==> src/hw/rtl/usd_pkg.sv <==
// Shared types and constants for the UTF-8 stream decoder.
package usd_pkg;

   localparam int QueueDepth    = 4;
   localparam int QueuePtrWidth = $clog2(QueueDepth);
   localparam int QueueCntWidth = $clog2(QueueDepth + 1);

   localparam logic [20:0] REPLACEMENT = 21'h00FFFD;
   localparam logic [7:0]  ASCII_END   = 8'h80;
   localparam logic [7:0]  CONT_LOW    = 8'h80;
   localparam logic [7:0]  CONT_HIGH   = 8'hBF;
   localparam logic [7:0]  LEAD2_MIN   = 8'hC2;
   localparam logic [7:0]  LEAD2_MAX   = 8'hDF;
   localparam logic [7:0]  LEAD3_MIN   = 8'hE0;
   localparam logic [7:0]  LEAD3_MAX   = 8'hEF;
   localparam logic [7:0]  LEAD4_MIN   = 8'hF0;
   localparam logic [7:0]  LEAD4_MAX   = 8'hF4;
   localparam logic [7:0]  LEAD_E0     = 8'hE0;
   localparam logic [7:0]  LEAD_ED     = 8'hED;
   localparam logic [7:0]  LEAD_F0     = 8'hF0;
   localparam logic [7:0]  LEAD_F4     = 8'hF4;
   localparam logic [7:0]  E0_LOW      = 8'hA0;
   localparam logic [7:0]  ED_HIGH     = 8'h9F;
   localparam logic [7:0]  F0_LOW      = 8'h90;
   localparam logic [7:0]  F4_HIGH     = 8'h8F;

   typedef struct packed {
      logic [20:0] code_point;
      logic [2:0]  byte_count;
      logic        malformed;
   } result_type;

   typedef struct packed {
      logic       two;
      logic       eos;
      result_type res0;
      result_type res1;
   } entry_type;

endpackage

==> src/hw/rtl/usd_front.sv <==
// Front end: takes bytes, tracks the pending sequence and forms result entries.
module usd_front (
   input  logic               clock,
   input  logic               reset,
   input  logic               req_valid,
   output logic               req_stall,
   input  logic [7:0]         req_in_byte,
   input  logic               req_end_of_stream,
   input  logic               q_full,
   output logic               q_push,
   output usd_pkg::entry_type q_entry
);
   import usd_pkg::*;

   typedef enum logic [1:0] {
      LEAD_ASCII = 2'd0,
      LEAD_BAD   = 2'd1,
      LEAD_START = 2'd2
   } lead_kind_type;

   logic [1:0]  rem_ff, rem_in;
   logic [14:0] part_ff, part_in;
   logic [1:0]  taken_ff, taken_in;
   logic [7:0]  lo_ff, lo_in;
   logic [7:0]  hi_ff, hi_in;

   lead_kind_type lead_kind;
   logic [1:0]    lead_rem;
   logic [14:0]   lead_part;
   logic [7:0]    lead_lo;
   logic [7:0]    lead_hi;

   logic        accept;
   logic        in_range;
   logic        take_lead;
   logic [20:0] cont_value;
   logic        e1_v, e2_v, e3_v;
   result_type  e1, e2, e3;

   assign req_stall  = q_full;
   assign accept     = req_valid & ~q_full;
   assign in_range   = (req_in_byte >= lo_ff) && (req_in_byte <= hi_ff);
   assign cont_value = {part_ff, req_in_byte[5:0]};

   always_comb begin
      lead_kind = LEAD_BAD;
      lead_rem  = 2'd0;
      lead_part = '0;
      lead_lo   = CONT_LOW;
      lead_hi   = CONT_HIGH;
      if (req_in_byte < ASCII_END) begin
         lead_kind = LEAD_ASCII;
      end else if (req_in_byte >= LEAD2_MIN && req_in_byte <= LEAD2_MAX) begin
         lead_kind = LEAD_START;
         lead_rem  = 2'd1;
         lead_part = {10'd0, req_in_byte[4:0]};
      end else if (req_in_byte >= LEAD3_MIN && req_in_byte <= LEAD3_MAX) begin
         lead_kind = LEAD_START;
         lead_rem  = 2'd2;
         lead_part = {11'd0, req_in_byte[3:0]};
         if (req_in_byte == LEAD_E0) lead_lo = E0_LOW;
         if (req_in_byte == LEAD_ED) lead_hi = ED_HIGH;
      end else if (req_in_byte >= LEAD4_MIN && req_in_byte <= LEAD4_MAX) begin
         lead_kind = LEAD_START;
         lead_rem  = 2'd3;
         lead_part = {12'd0, req_in_byte[2:0]};
         if (req_in_byte == LEAD_F0) lead_lo = F0_LOW;
         if (req_in_byte == LEAD_F4) lead_hi = F4_HIGH;
      end
   end

   always_comb begin
      rem_in    = rem_ff;
      part_in   = part_ff;
      taken_in  = taken_ff;
      lo_in     = lo_ff;
      hi_in     = hi_ff;
      take_lead = 1'b1;
      e1_v      = 1'b0;
      e2_v      = 1'b0;
      e3_v      = 1'b0;
      e1        = '{code_point: REPLACEMENT, byte_count: {1'b0, taken_ff}, malformed: 1'b1};
      e2        = '{code_point: REPLACEMENT, byte_count: 3'd1, malformed: 1'b1};
      e3        = '{code_point: REPLACEMENT, byte_count: 3'd1, malformed: 1'b1};
      q_entry   = '0;

      if (rem_ff != 2'd0) begin
         if (in_range) begin
            take_lead = 1'b0;
            rem_in    = rem_ff - 2'd1;
            lo_in     = CONT_LOW;
            hi_in     = CONT_HIGH;
            if (rem_ff == 2'd1) begin
               e1_v     = 1'b1;
               e1       = '{code_point: cont_value,
                            byte_count: {1'b0, taken_ff} + 3'd1,
                            malformed: 1'b0};
               part_in  = '0;
               taken_in = 2'd0;
            end else begin
               part_in  = cont_value[14:0];
               taken_in = taken_ff + 2'd1;
            end
         end else begin
            e1_v     = 1'b1;
            rem_in   = 2'd0;
            part_in  = '0;
            taken_in = 2'd0;
            lo_in    = CONT_LOW;
            hi_in    = CONT_HIGH;
         end
      end

      if (take_lead) begin
         unique case (lead_kind)
            LEAD_ASCII: begin
               e2_v = 1'b1;
               e2   = '{code_point: {13'd0, req_in_byte}, byte_count: 3'd1, malformed: 1'b0};
            end
            LEAD_START: begin
               rem_in   = lead_rem;
               part_in  = lead_part;
               taken_in = 2'd1;
               lo_in    = lead_lo;
               hi_in    = lead_hi;
            end
            default: begin
               e2_v = 1'b1;
            end
         endcase
      end

      if (req_end_of_stream && rem_in != 2'd0) begin
         e3_v     = 1'b1;
         e3       = '{code_point: REPLACEMENT, byte_count: {1'b0, taken_in}, malformed: 1'b1};
         rem_in   = 2'd0;
         part_in  = '0;
         taken_in = 2'd0;
         lo_in    = CONT_LOW;
         hi_in    = CONT_HIGH;
      end

      q_entry.eos = req_end_of_stream;
      if (e1_v) begin
         q_entry.res0 = e1;
         q_entry.res1 = e2_v ? e2 : e3;
         q_entry.two  = e2_v | e3_v;
      end else begin
         q_entry.res0 = e2_v ? e2 : e3;
         q_entry.res1 = e3;
         q_entry.two  = 1'b0;
      end
   end

   assign q_push = accept & (e1_v | e2_v | e3_v);

   always_ff @(posedge clock) begin
      if (reset) begin
         rem_ff   <= 2'd0;
         part_ff  <= '0;
         taken_ff <= 2'd0;
         lo_ff    <= CONT_LOW;
         hi_ff    <= CONT_HIGH;
      end else if (accept) begin
         rem_ff   <= rem_in;
         part_ff  <= part_in;
         taken_ff <= taken_in;
         lo_ff    <= lo_in;
         hi_ff    <= hi_in;
      end
   end

endmodule

==> src/hw/rtl/usd_queue.sv <==
// Short queue of result entries between the front and back ends.
module usd_queue (
   input  logic               clock,
   input  logic               reset,
   input  logic               push,
   input  usd_pkg::entry_type push_entry,
   output logic               full,
   input  logic               pop,
   output logic               not_empty,
   output usd_pkg::entry_type head_entry
);
   import usd_pkg::*;

   entry_type                  store_ff [QueueDepth];
   logic [QueuePtrWidth-1:0]   wr_ptr_ff, wr_ptr_in;
   logic [QueuePtrWidth-1:0]   rd_ptr_ff, rd_ptr_in;
   logic [QueueCntWidth-1:0]   count_ff, count_in;

   assign full       = (count_ff == QueueCntWidth'(QueueDepth));
   assign not_empty  = (count_ff != '0);
   assign head_entry = store_ff[rd_ptr_ff];

   always_comb begin
      wr_ptr_in = push ? wr_ptr_ff + QueuePtrWidth'(1) : wr_ptr_ff;
      rd_ptr_in = pop  ? rd_ptr_ff + QueuePtrWidth'(1) : rd_ptr_ff;
      count_in  = count_ff + QueueCntWidth'(push) - QueueCntWidth'(pop);
   end

   always_ff @(posedge clock) begin
      if (push) begin
         store_ff[wr_ptr_ff] <= push_entry;
      end
   end

   always_ff @(posedge clock) begin
      if (reset) begin
         wr_ptr_ff <= '0;
         rd_ptr_ff <= '0;
         count_ff  <= '0;
      end else begin
         wr_ptr_ff <= wr_ptr_in;
         rd_ptr_ff <= rd_ptr_in;
         count_ff  <= count_in;
      end
   end

`ifndef SYNTHESIS
   a_no_overflow: assert property (@(posedge clock) disable iff (reset)
      push |-> !full)
      else $error("queue written while full");

   a_no_underflow: assert property (@(posedge clock) disable iff (reset)
      pop |-> not_empty)
      else $error("queue read while empty");

   a_count_track: assert property (@(posedge clock) disable iff (reset)
      !$past(reset) |-> count_ff == QueueCntWidth'($past(count_ff)
         + QueueCntWidth'($past(push)) - QueueCntWidth'($past(pop))))
      else $error("queue count out of step with pushes and pops");

   a_ptr_gap: assert property (@(posedge clock) disable iff (reset)
      QueuePtrWidth'(wr_ptr_ff - rd_ptr_ff) == QueuePtrWidth'(count_ff))
      else $error("queue pointers disagree with count");
`endif

endmodule

==> src/hw/rtl/usd_back.sv <==
// Back end: drains queue entries and presents one result beat per cycle while rsp_stall is low.
module usd_back (
   input  logic               clock,
   input  logic               reset,
   input  logic               q_not_empty,
   input  usd_pkg::entry_type q_entry,
   output logic               q_pop,
   output logic               rsp_valid,
   input  logic               rsp_stall,
   output logic [20:0]        rsp_code_point,
   output logic [2:0]         rsp_byte_count,
   output logic               rsp_malformed,
   output logic               rsp_run_last,
   output logic               rsp_stream_last
);
   import usd_pkg::*;

   entry_type  cur_ff;
   logic       busy_ff, busy_in;
   logic       phase_ff, phase_in;
   logic       last_beat;
   logic       beat_done;
   result_type shown;

   assign last_beat = ~cur_ff.two | phase_ff;
   assign beat_done = busy_ff & ~rsp_stall;
   assign q_pop     = q_not_empty & (~busy_ff | (beat_done & last_beat));
   assign shown     = phase_ff ? cur_ff.res1 : cur_ff.res0;

   assign rsp_valid       = busy_ff;
   assign rsp_code_point  = shown.code_point;
   assign rsp_byte_count  = shown.byte_count;
   assign rsp_malformed   = shown.malformed;
   assign rsp_run_last    = last_beat;
   assign rsp_stream_last = last_beat & cur_ff.eos;

   always_comb begin
      busy_in  = busy_ff;
      phase_in = phase_ff;
      if (q_pop) begin
         busy_in  = 1'b1;
         phase_in = 1'b0;
      end else if (beat_done) begin
         if (last_beat) begin
            busy_in  = 1'b0;
            phase_in = 1'b0;
         end else begin
            phase_in = 1'b1;
         end
      end
   end

   always_ff @(posedge clock) begin
      if (q_pop) begin
         cur_ff <= q_entry;
      end
   end

   always_ff @(posedge clock) begin
      if (reset) begin
         busy_ff  <= 1'b0;
         phase_ff <= 1'b0;
      end else begin
         busy_ff  <= busy_in;
         phase_ff <= phase_in;
      end
   end

endmodule

==> src/hw/rtl/utf8_stream_decoder.sv <==
// Top level of the streaming UTF-8 decoder.
//
//   channel   direction  handshake            beat
//   req_      in         req_valid/req_stall  one byte and end-of-stream flag
//   rsp_      out        rsp_valid/rsp_stall  one code point with count and flags
//
// A byte is taken every cycle while the four-entry result queue has room.
// Each byte yields zero, one or two result beats; the back end sends one per cycle while rsp_stall is low.
// A byte's first result beat is registered in the queue and then in the back end before it is shown.
// Reset is synchronous and clears the pending sequence, the queue and the output.
// rsp_stall holds the output beat; req_stall rises only once the queue fills.
module utf8_stream_decoder (
   input  logic        clock,
   input  logic        reset,
   input  logic        req_valid,
   output logic        req_stall,
   input  logic [7:0]  req_in_byte,
   input  logic        req_end_of_stream,
   output logic        rsp_valid,
   input  logic        rsp_stall,
   output logic [20:0] rsp_code_point,
   output logic [2:0]  rsp_byte_count,
   output logic        rsp_malformed,
   output logic        rsp_run_last,
   output logic        rsp_stream_last
);
   import usd_pkg::*;

   logic      q_full;
   logic      q_push;
   logic      q_pop;
   logic      q_not_empty;
   entry_type push_entry;
   entry_type head_entry;

   usd_front u_front (
      .clock             (clock),
      .reset             (reset),
      .req_valid         (req_valid),
      .req_stall         (req_stall),
      .req_in_byte       (req_in_byte),
      .req_end_of_stream (req_end_of_stream),
      .q_full            (q_full),
      .q_push            (q_push),
      .q_entry           (push_entry)
   );

   usd_queue u_queue (
      .clock      (clock),
      .reset      (reset),
      .push       (q_push),
      .push_entry (push_entry),
      .full       (q_full),
      .pop        (q_pop),
      .not_empty  (q_not_empty),
      .head_entry (head_entry)
   );

   usd_back u_back (
      .clock           (clock),
      .reset           (reset),
      .q_not_empty     (q_not_empty),
      .q_entry         (head_entry),
      .q_pop           (q_pop),
      .rsp_valid       (rsp_valid),
      .rsp_stall       (rsp_stall),
      .rsp_code_point  (rsp_code_point),
      .rsp_byte_count  (rsp_byte_count),
      .rsp_malformed   (rsp_malformed),
      .rsp_run_last    (rsp_run_last),
      .rsp_stream_last (rsp_stream_last)
   );

endmodule
==> config.mk <==
export PLATFORM = sky130hd
export DESIGN_NAME = utf8_stream_decoder
export DESIGN_NICKNAME = d
export VERILOG_FILES = /design/src/hw/rtl/usd_pkg.sv /design/src/hw/rtl/usd_front.sv /design/src/hw/rtl/usd_queue.sv /design/src/hw/rtl/usd_back.sv /design/src/hw/rtl/utf8_stream_decoder.sv
export SDC_FILE = /design/constraint.sdc
export NUM_CORES = 1
export LEC_CHECK = 0
export BUFFER_PORTS_ARGS = -buffer_cell sky130_fd_sc_hd__buf_2
export CAP_MARGIN = 30
export CORE_UTILIZATION = 60
export DETAILED_ROUTE_END_ITERATION = 12
export HOLD_SLACK_MARGIN = 0.05
export PLACE_DENSITY_LB_ADDON = 0.05
export RECOVER_POWER = 100
export SLEW_MARGIN = 20
export SYNTH_ARGS = -nofsm -noshare
export SYNTH_HDL_FRONTEND = slang
export SYNTH_HIERARCHICAL = 1
export SYNTH_SLANG_ARGS = --single-unit
export TNS_END_PERCENT = 5
==> constraint.sdc <==
create_clock -name clock -period 12.6 [get_ports clock]
set_input_delay 3.15 -clock clock [delete_from_list [all_inputs] [get_ports clock]]
set_output_delay 3.15 -clock clock [all_outputs]
set_load 0.05 [all_outputs]
==> impl_metrics.json, run 1 <==
{
  "status": "finished, violations left",
  "violations": "max-capacitance violations, max-slew violations",
  "fin_hold_ws_ps": 426.8,
  "tightestPinTransition_ps": 3445,
  "crit_path_max_fanout": 16,
  "maxSlewViolCount": 149,
  "period_share_pct": 63.91,
  "synth_top_area_share_pct": 62.45,
  "finalHoldViolCount": 0,
  "ios": 42,
  "wire_per_inst_um": 21.94,
  "ys.flop_type": "edfxtp_1",
  "dp_hpwl_mm": 13.45,
  "p_per_area_nw_per_um2": 217.8,
  "path_clk_slew_ps": 60,
  "rsz0062_at_grt": "false",
  "async_flop_share_pct": 0,
  "p_clk_share_pct": 29.9,
  "place_ws_ps": 5292,
  "antenna_found_initial": 0,
  "grt_max_degree": 56,
  "grt_overflow_total": 0,
  "cts_resized": 0,
  "critical_path.endpoint_type": "register",
  "row_count": 52,
  "ir_drop_v": 0.0002306,
  "drt_iter0_markers": 549,
  "die-area_um2": 21420,
  "setup_slack_ps": 4547,
  "synth_common_cells": "edfxtp_1, mux4_2, dfxtp_1",
  "tns_ps": 0,
  "finClkSkew_ps": 16.31,
  "portBuffers": 41,
  "die_height_um": 146.4,
  "synth_cell_type_count": 68,
  "p_int_mw": 2.073,
  "seq_power_share_pct": 46.1,
  "dr.pass1.iters": 5,
  "numCtsBuffers": 31,
  "worst-setup-path-type": "in -> reg",
  "synth_edf_count": 260,
  "first_global_vias": 6505,
  "hp-class": "reg -> reg",
  "chipWidth_um": 146.4,
  "p_leak_nw": 4.444,
  "synth-seq-area-share_pct": 69.82,
  "critical_path.cell_chain": "clkbuf_1 -> inv_1 -> ha_1 -> nand4_1 -> o21ai_0 -> a31oi_1 -> or3_1 -> o21ai_0 -> a31oi_1 -> ha_1 -> fa_1 -> xor3_1 -> nor2_1",
  "max_freq_ghz": 0.1242,
  "nets": 785,
  "ys_seq_elements": 306,
  "avgSynthCellArea_um2": 17.71,
  "synth_top_area_cell": "edfxtp_1",
  "multi_input_area_um2": 3193,
  "clkSinkCount": 306,
  "cts_tree": "done",
  "floorplan.initialDensity_pct": 61.59,
  "antennaDiodeCount": 0,
  "max_stage_delay_ps": 1490,
  "drc": 0,
  "cpMaxStageDelayCell": "o21ai_0",
  "gp_congestion": 0.8971,
  "setup_viol": 0,
  "vias": 6184,
  "cts-root-buf": "clkbuf_16",
  "postCtsSetupRepairBufs": 0,
  "ys_warn_count": 6,
  "ff_latch_area_um2": 8733,
  "area_growth_pct": 8.807,
  "grt_use_total_pct": 22.54,
  "cap_violations": 4,
  "synth_cells": 706,
  "core_area_um2": 20300,
  "fin_crit_ps": 8053,
  "antenna_left": 0,
  "grt_first_pass_wirelength_mm": 36.49,
  "vias_per_cell": 5.952,
  "clockBufferDepth": 3,
  "cp.arrival_ps": 8480,
  "htree_num_levels": 1,
  "power.switching_mw": 0.8897,
  "hold_buffers": 0,
  "synth_area_leaders": "edfxtp_1, mux4_2, dfxtp_1",
  "cp-start-kind": "input pin",
  "yosysMostFrequentCell": "edfxtp_1",
  "fillerInstances": 1394,
  "wl_mm": 22.79,
  "switching_share_pct": 30.03,
  "required_ps": 13030,
  "clock_latency_ps": 580,
  "final_util_pct": 67.01,
  "p_comb_share_pct": 24.0,
  "drive_above_1_share_pct": 19.64,
  "syn_area_um2": 12500,
  "slew-limit-headroom_pct": -129.6
}
-- kinds of logic (layout without fill, tap and decap cells) --
logic type / Yosys count / after routing / synth area share, %
simple gates: 125 / 125 / 5.114
flops: 306 / 306 / 69.82
fa+ha+maj: 27 / 27 / 2.762
compound gates: 83 / 83 / 5.244
other cells: 1 / 6 / 0.03000
xor+xnor: 3 / 3 / 0.3303
mux: 79 / 79 / 12.41
buf+inv: 82 / 140 / 4.293
-- sequential cells by signal (all words and copies together), names as in the netlist, named ones only --
register           flops
u_back/cur_ff         52
u_back/phase_ff        1
u_back/rsp_valid       1
u_front/hi_ff          8
u_front/lo_ff          8
u_front/part_ff       15
u_front/rem_ff         2
u_front/taken_ff       2
u_queue/count_ff       3
u_queue/rd_ptr_ff      2
u_queue/store_ff     208
u_queue/wr_ptr_ff      2
-- worst max-delay path: cells and delay by family --
kind / cells / cell delay, ps
AO/OA/AOI/OAI: 4 / 2790
XOR/XNOR: 1 / 380
adder cells (fa/ha/maj): 3 / 1130
buffers and inverters: 2 / 420
AND/OR/NAND/NOR: 3 / 610
-- worst paths after layout --
check | startpoint | end | slack [ps] | cells after the start
min reg2reg | u_front/hi_ff[7]$_SDFFE_PP1P_ | u_front/hi_ff[7]$_SDFFE_PP1P_ | 430 | 2
max reg2reg | u_back/phase_ff$_SDFFE_PP0P_ | register | 6900 | 7
max | req_in_byte[0] | u_queue/count_ff[2]$_SDFF_PP0_ | 4550 | 13
min | u_front/hi_ff[7]$_SDFFE_PP1P_ | u_front/hi_ff[7]$_SDFFE_PP1P_ | 430 | 2
-- area by class of cell --
cell class | count | share of cell area [%]
multi-input combinational | 323 | 23.47
clock inverter | 16 | 1.039
tap | 270 | 2.483
sequential | 306 | 64.20
timing repair buffer | 47 | 1.536
clock buffer | 41 | 6.273
inverter | 36 | 0.9934
-- per-stage QoR --
| step | total power [mW] | std cells | cell area (um^2) |
|---|---|---|---|
| after floorplan | 1.979 | 711 | 12520 |
| after global placement | 2.104 | 981 | 12720 |
| after detailed placement | 2.126 | 982 | 12740 |
| after CTS | 3.012 | 1039 | 13730 |
| after global routing | 3.090 | 1039 | 13600 |
| final | 2.963 | 1039 | 13600 |
-- power by group through the flow --
| stage | clock, mW | combinational, mW | sequential (mW) |
|---|---|---|---|
| final | 0.886 | 0.710 | 1.37 |
| after global routing | 0.946 | 0.760 | 1.38 |
| after CTS | 0.903 | 0.746 | 1.36 |
| after detailed placement | 0 | 0.742 | 1.38 |
| after global placement | 0 | 0.723 | 1.38 |
| after floorplan | 0 | 0.617 | 1.36 |
-- layout by cell type (no fill, tap or decap), drive strengths merged, types with 5 or more instances in the layout --
cell,n
dfxtp,46
o21ai,16
buf,24
inv,37
nor2b,5
or3,7
clkbuf,64
nand2,38
a32o,10
ha,26
and2,15
clkinv,11
mux4,52
edfxtp,260
mux2,25
a21oi,15
nand2b,10
conb,6
nor2,26
-- layer usage --
layer | track usage, % | vias up | wire length, um
met1 | 31.60 | 3140 | 10010
met5 | 0 | - | 0
li1 | - | 2810 | -
met4 | 7.708 | 0 | 644
met2 | 35.74 | 182 | 10800
met3 | 4.563 | 52 | 1347
Power figures use the tool's default switching activity.
==> run 2, diff against run 1 <==
Clock period 12.6 ns to 8.5 ns, I/O delays scaled along.
==> run 2 against run 1 <==
  * The flow still finishes with violations (max-capacitance violations, max-slew violations)
  * Utilization is essentially flat
  * Sequential cell count is the same
  * Sequential power grew 48%
  * Clock-buffer cell count is the same
  * Non-clock buffer count is the same
  * Final area is essentially flat
  * Critical path type unchanged
  * Largest power group unchanged
==> impl_metrics.json, run 2 (synthesized netlist as in run 1, its figures left out) <==
{
  "postCtsSetupRepairBufs": 0,
  "cts_resized": 0,
  "routed.top_layer": "met4",
  "area_growth_pct": 8.837,
  "setup_slack_ps": 2386,
  "largest_register_ffs": 208,
  "p_leak_nw": 4.445,
  "cts-root-buf": "clkbuf_16",
  "gp_congestion": 0.8971,
  "required_ps": 8850,
  "floorplan.initialDensity_pct": 61.59,
  "crit_family": "compound AO/OA/AOI/OAI gates",
  "critical_path.cell_chain": "clkbuf_1 -> inv_1 -> ha_1 -> nand4_1 -> o21ai_0 -> a31oi_1 -> or3_1 -> o32ai_1 -> a2bb2oi_1",
  "chipWidth_um": 146.4,
  "dr.pass1.iters": 5,
  "grt_use_total_pct": 22.54,
  "drt_iter0_markers": 552,
  "stdcell_area_um2": 13610,
  "drc": 0,
  "final_util_pct": 67.03,
  "antennaDiodeCount": 0,
  "vias": 6179,
  "dp_hpwl_mm": 13.45,
  "die_height_um": 146.4,
  "antenna_left": 0,
  "die-area_um2": 21420,
  "first_global_vias": 6505,
  "portBuffers": 41,
  "max_stage_delay_ps": 2160,
  "drive_above_1_share_pct": 19.77,
  "status": "finished, violations left",
  "rsz0062_at_grt": "false",
  "hp-class": "reg -> reg",
  "cts_tree": "done",
  "slew-limit-headroom_pct": -129.6,
  "tightestPinTransition_ps": 3445,
  "crit_path_max_fanout": 22,
  "period_share_pct": 71.93,
  "fin_crit_ps": 6114,
  "ios": 42,
  "p_per_area_nw_per_um2": 323.0,
  "numCtsBuffers": 31,
  "row_count": 52,
  "finalHoldViolCount": 0,
  "top_regs": "u_queue/store_ff: 208 flops, u_back/cur_ff: 52 flops, u_front/part_ff: 15 flops",
  "wl_met3_mm": 1.366,
  "max_freq_ghz": 0.1636,
  "regToRegStartpoint": "u_back/phase_ff$_SDFFE_PP0P_",
  "grt_max_degree": 56,
  "grt_first_pass_wirelength_mm": 36.49,
  "wire_per_inst_um": 21.99,
  "antenna_found_initial": 0,
  "fillerInstances": 1392,
  "tns_ps": 0,
  "layout_common_cells": "edfxtp_1, mux4_2, dfxtp_1",
  "min_to": "u_front/hi_ff[7]$_SDFFE_PP1P_",
  "cp-start-kind": "input pin",
  "vias_per_cell": 5.947,
  "layout_commonest_cell": "edfxtp_1",
  "path_clk_slew_ps": 60,
  "violations": "max-capacitance violations, max-slew violations",
  "dp_cells": 982,
  "worst-setup-path-type": "in -> reg",
  "stdcell_count": 1039,
  "hold_buffers": 0,
  "core_area_um2": 20300,
  "dr_wl_met2_mm": 10.88,
  "rrSetupSlack_ps": 2800,
  "cpMaxStageDelayCell": "o32ai_1",
  "regMostFlops": "u_queue/store_ff",
  "place_ws_ps": 2217,
  "clkSinkCount": 306,
  "hold_depth": 2,
  "wl_mm": 22.85,
  "maxSlewViolCount": 132,
  "clock_latency_ps": 580,
  "cp.arrival_ps": 6460,
  "grt_overflow_total": 0,
  "htree_num_levels": 1,
  "wl_met1_mm": 10.00,
  "r2r_cells": 7,
  "clockBufferDepth": 3,
  "critPathBufInv": 2,
  "ir_drop_v": 0.0003419,
  "critical_path.endpoint_type": "register",
  "worstHoldStart": "u_front/hi_ff[7]$_SDFFE_PP1P_",
  "setup_viol": 0,
  "cap_violations": 3,
  "dpl_cell_area_um2": 12740,
  "p_total_mw": 4.394,
  "nets": 785,
  "finClkSkew_ps": 15.70,
  "fin_hold_ws_ps": 426.8
}
-- run 2: metal layers --
metal,vias up,track usage (%)
met5,-,0
li1,2808,-
met3,46,4.563
met4,0,7.708
met2,169,35.74
met1,3156,31.60
-- run 2: report_power, final --
group          total, mW  internal, mW  switching, mW
clock               1.31         0.764          0.551
sequential          2.03          1.95         0.0742
combinational       1.05         0.358          0.696
total               4.39          3.07           1.32
-- run 2: how the worst max path moves through the flow --
stage,from,end,slack [ps],cells past startpoint
6_report,req_in_byte[0],u_front/hi_ff[4]$_SDFFE_PP1P_,2390,9
5_1_grt,req_in_byte[0],u_front/hi_ff[4]$_SDFFE_PP1P_,1950,9
4_1_cts,req_in_byte[5],u_queue/store_ff[0][4]$_DFFE_PP_,2810,9
3_5_place_dp,req_in_byte[5],u_queue/store_ff[0][20]$_DFFE_PP_,2220,9
3_3_place_gp,req_in_byte[0],u_queue/store_ff[3][17]$_DFFE_PP_,2330,11
2_1_floorplan,req_in_byte[0],u_queue/store_ff[0][0]$_DFFE_PP_,2610,12
-- run 2: worst reg2reg max path: stages, from the launching register on --
cell	delay, ps
dfxtp_1	810
clkbuf_1	1050
nor2b_4	70
o21ai_0	450
and2_2	250
clkbuf_1	2410
xnor2_1	400
nor2_1	190
-- run 2: final cells by class --
class / instances / area [um^2] / share of cell area, %
Inverter: 36 / 135.1 / 0.9931
Tap cell: 270 / 337.8 / 2.483
Multi-Input combinational cell: 323 / 3197 / 23.49
Clock inverter: 16 / 141.4 / 1.039
Timing Repair Buffer: 47 / 209.0 / 1.536
Sequential cell: 306 / 8733 / 64.18
Clock buffer: 41 / 853.3 / 6.271
==> run 3, diff against run 2 <==
Clock period 8.5 ns to 6.05 ns, I/O delays scaled along.
==> run 3 against run 2 <==
  * The run still ends with max-capacitance violations, max-slew violations left
  * Sequential power is 41% higher
  * Sequential cell count stayed put
  * Sequential share of layout area is 0.78 points lower
  * Clock power is 41% higher
  * Via count is 1.4% higher
  * Setup slack worse by 1600 ps
  * Routed wire length is 3.3% higher
  * Final area is 1.2% higher
==> impl_metrics.json, run 3 (synthesized netlist as in run 1, its figures left out) <==
{
  "fillerInstances": 1396,
  "cts_resized": 0,
  "hp-class": "reg -> reg",
  "drt_iter0_markers": 376,
  "ir_drop_v": 0.0005737,
  "area_growth_pct": 10.18,
  "wl_mm": 23.61,
  "floorplan.initialDensity_pct": 61.59,
  "drive_above_1_share_pct": 19.90,
  "violations": "max-capacitance violations, max-slew violations",
  "hold_depth": 2,
  "grt_max_degree": 56,
  "row_count": 52,
  "wire_per_inst_um": 22.50,
  "critPathBufInv": 4,
  "die_height_um": 146.4,
  "fin_hold_ws_ps": 427.4,
  "tightestPinTransition_ps": 3572,
  "r2r_cells": 7,
  "antenna_found_initial": 0,
  "grt_first_pass_wirelength_mm": 36.85,
  "p_leak_nw": 4.514,
  "wl_met3_mm": 1.293,
  "finClkSkew_ps": 23.73,
  "dp_hpwl_mm": 14.47,
  "dr_wl_met2_mm": 11.56,
  "regMostFlops": "u_queue/store_ff",
  "first_global_vias": 6473,
  "status": "finished, violations left",
  "clock_latency_ps": 550,
  "clkSinkCount": 306,
  "cap_violations": 3,
  "layout_commonest_cell": "edfxtp_1",
  "required_ps": 6160,
  "worst-setup-path-type": "in -> reg",
  "critical_path.cell_chain": "clkbuf_1 -> inv_1 -> ha_1 -> nand4_1 -> o21ai_0 -> nand3_1 -> o21bai_1 -> clkbuf_1 -> or3_1 -> clkbuf_1",
  "nets": 796,
  "fin_crit_ps": 5248,
  "tns_ps": 0,
  "hold_buffers": 0,
  "grt_overflow_total": 0,
  "ios": 42,
  "cpMaxStageDelayCell": "clkbuf_1",
  "cp-start-kind": "input pin",
  "worst_path_most_repeated_cell": "clkbuf_1",
  "antenna_left": 0,
  "top_regs": "u_queue/store_ff: 208 flops, u_back/cur_ff: 52 flops, u_front/part_ff: 15 flops",
  "die-area_um2": 21420,
  "period_share_pct": 86.74,
  "chipWidth_um": 146.4,
  "numCtsBuffers": 30,
  "postCtsSetupRepairBufs": 0,
  "clockBufferDepth": 3,
  "layout_common_cells": "edfxtp_1, mux4_2, clkbuf_1, dfxtp_1, nand2_1",
  "wl_met1_mm": 10.46,
  "p_per_area_nw_per_um2": 454.0,
  "vias_per_cell": 5.972,
  "largest_register_ffs": 208,
  "gp_congestion": 0.9230,
  "cts-root-buf": "clkbuf_16",
  "crit_path_max_fanout": 40,
  "vias": 6265,
  "max_freq_ghz": 0.1906,
  "setup_viol": 0,
  "critical_path.endpoint_type": "register",
  "portBuffers": 41,
  "worst-path-stages": 10,
  "dr.pass1.iters": 5,
  "rsz0062_at_grt": "false",
  "cts_tree": "done",
  "routed.top_layer": "met4",
  "antennaDiodeCount": 0,
  "path_clk_slew_ps": 60,
  "drc": 0,
  "cp.arrival_ps": 5360,
  "htree_num_levels": 1,
  "max_stage_delay_ps": 1230,
  "grt_use_total_pct": 22.75,
  "crit_family": "buffers and inverters",
  "core_area_um2": 20300,
  "maxSlewViolCount": 150,
  "slew-limit-headroom_pct": -138.1,
  "finalHoldViolCount": 0
}
## run 3: worst paths after layout
check	slack [ps]	end	from
max	800	u_queue/store_ff[3][17]$_DFFE_PP_	req_in_byte[0]
min	430	u_front/hi_ff[1]$_SDFFE_PP1P_	u_front/hi_ff[1]$_SDFFE_PP1P_
max reg2reg	1220	register	u_back/phase_ff$_SDFFE_PP0P_
min reg2reg	430	u_front/hi_ff[1]$_SDFFE_PP1P_	u_front/hi_ff[1]$_SDFFE_PP1P_
## run 3: layout make-up
class	count	area, um^2	area share (%)
Timing Repair Buffer	59	350.3	2.543
Tap cell	270	337.8	2.453
Inverter	36	135.1	0.9810
Clock inverter	19	225.2	1.635
Sequential cell	306	8733	63.40
Clock buffer	36	773.2	5.614
Multi-Input combinational cell	323	3219	23.37
## run 3: worst reg2reg max path, cell delays in order, from the launching register on
cell and delay [ps]:
dfxtp_1 940, buf_12 280, nor2b_4 60, o21ai_0 200, and2_2 190, clkbuf_1 2510, xnor2_1 370, nor2_1 200
## run 3: through the flow
step	worst slack, ps	cells	utilization (%)	power, mW	area [um^2]
2_1_floorplan	770.5	711	-	4.121	12520
3_3_place_gp	793.4	990	63.26	4.400	12840
3_5_place_dp	711.8	991	63.36	4.442	12860
5_1_grt	472.8	1049	67.86	6.499	13770
4_1_cts	1256	1046	68.28	6.305	13860
6_report	802.1	1049	67.86	6.254	13770
## run 3: report_power, final
part / switching, mW / leakage [nW] / internal (mW)
clock: 0.735 / 0.485 / 1.12
combinational: 0.988 / 1.33 / 0.554
sequential: 0.114 / 2.69 / 2.74
total: 1.84 / 4.51 / 4.42
## run 3: metal layers
layer  track usage (%)  vias up
met2             37.45      200
met5                 0        -
li1                  -     2839
met3             2.813       25
met1             33.07     3201
met4             4.948        0
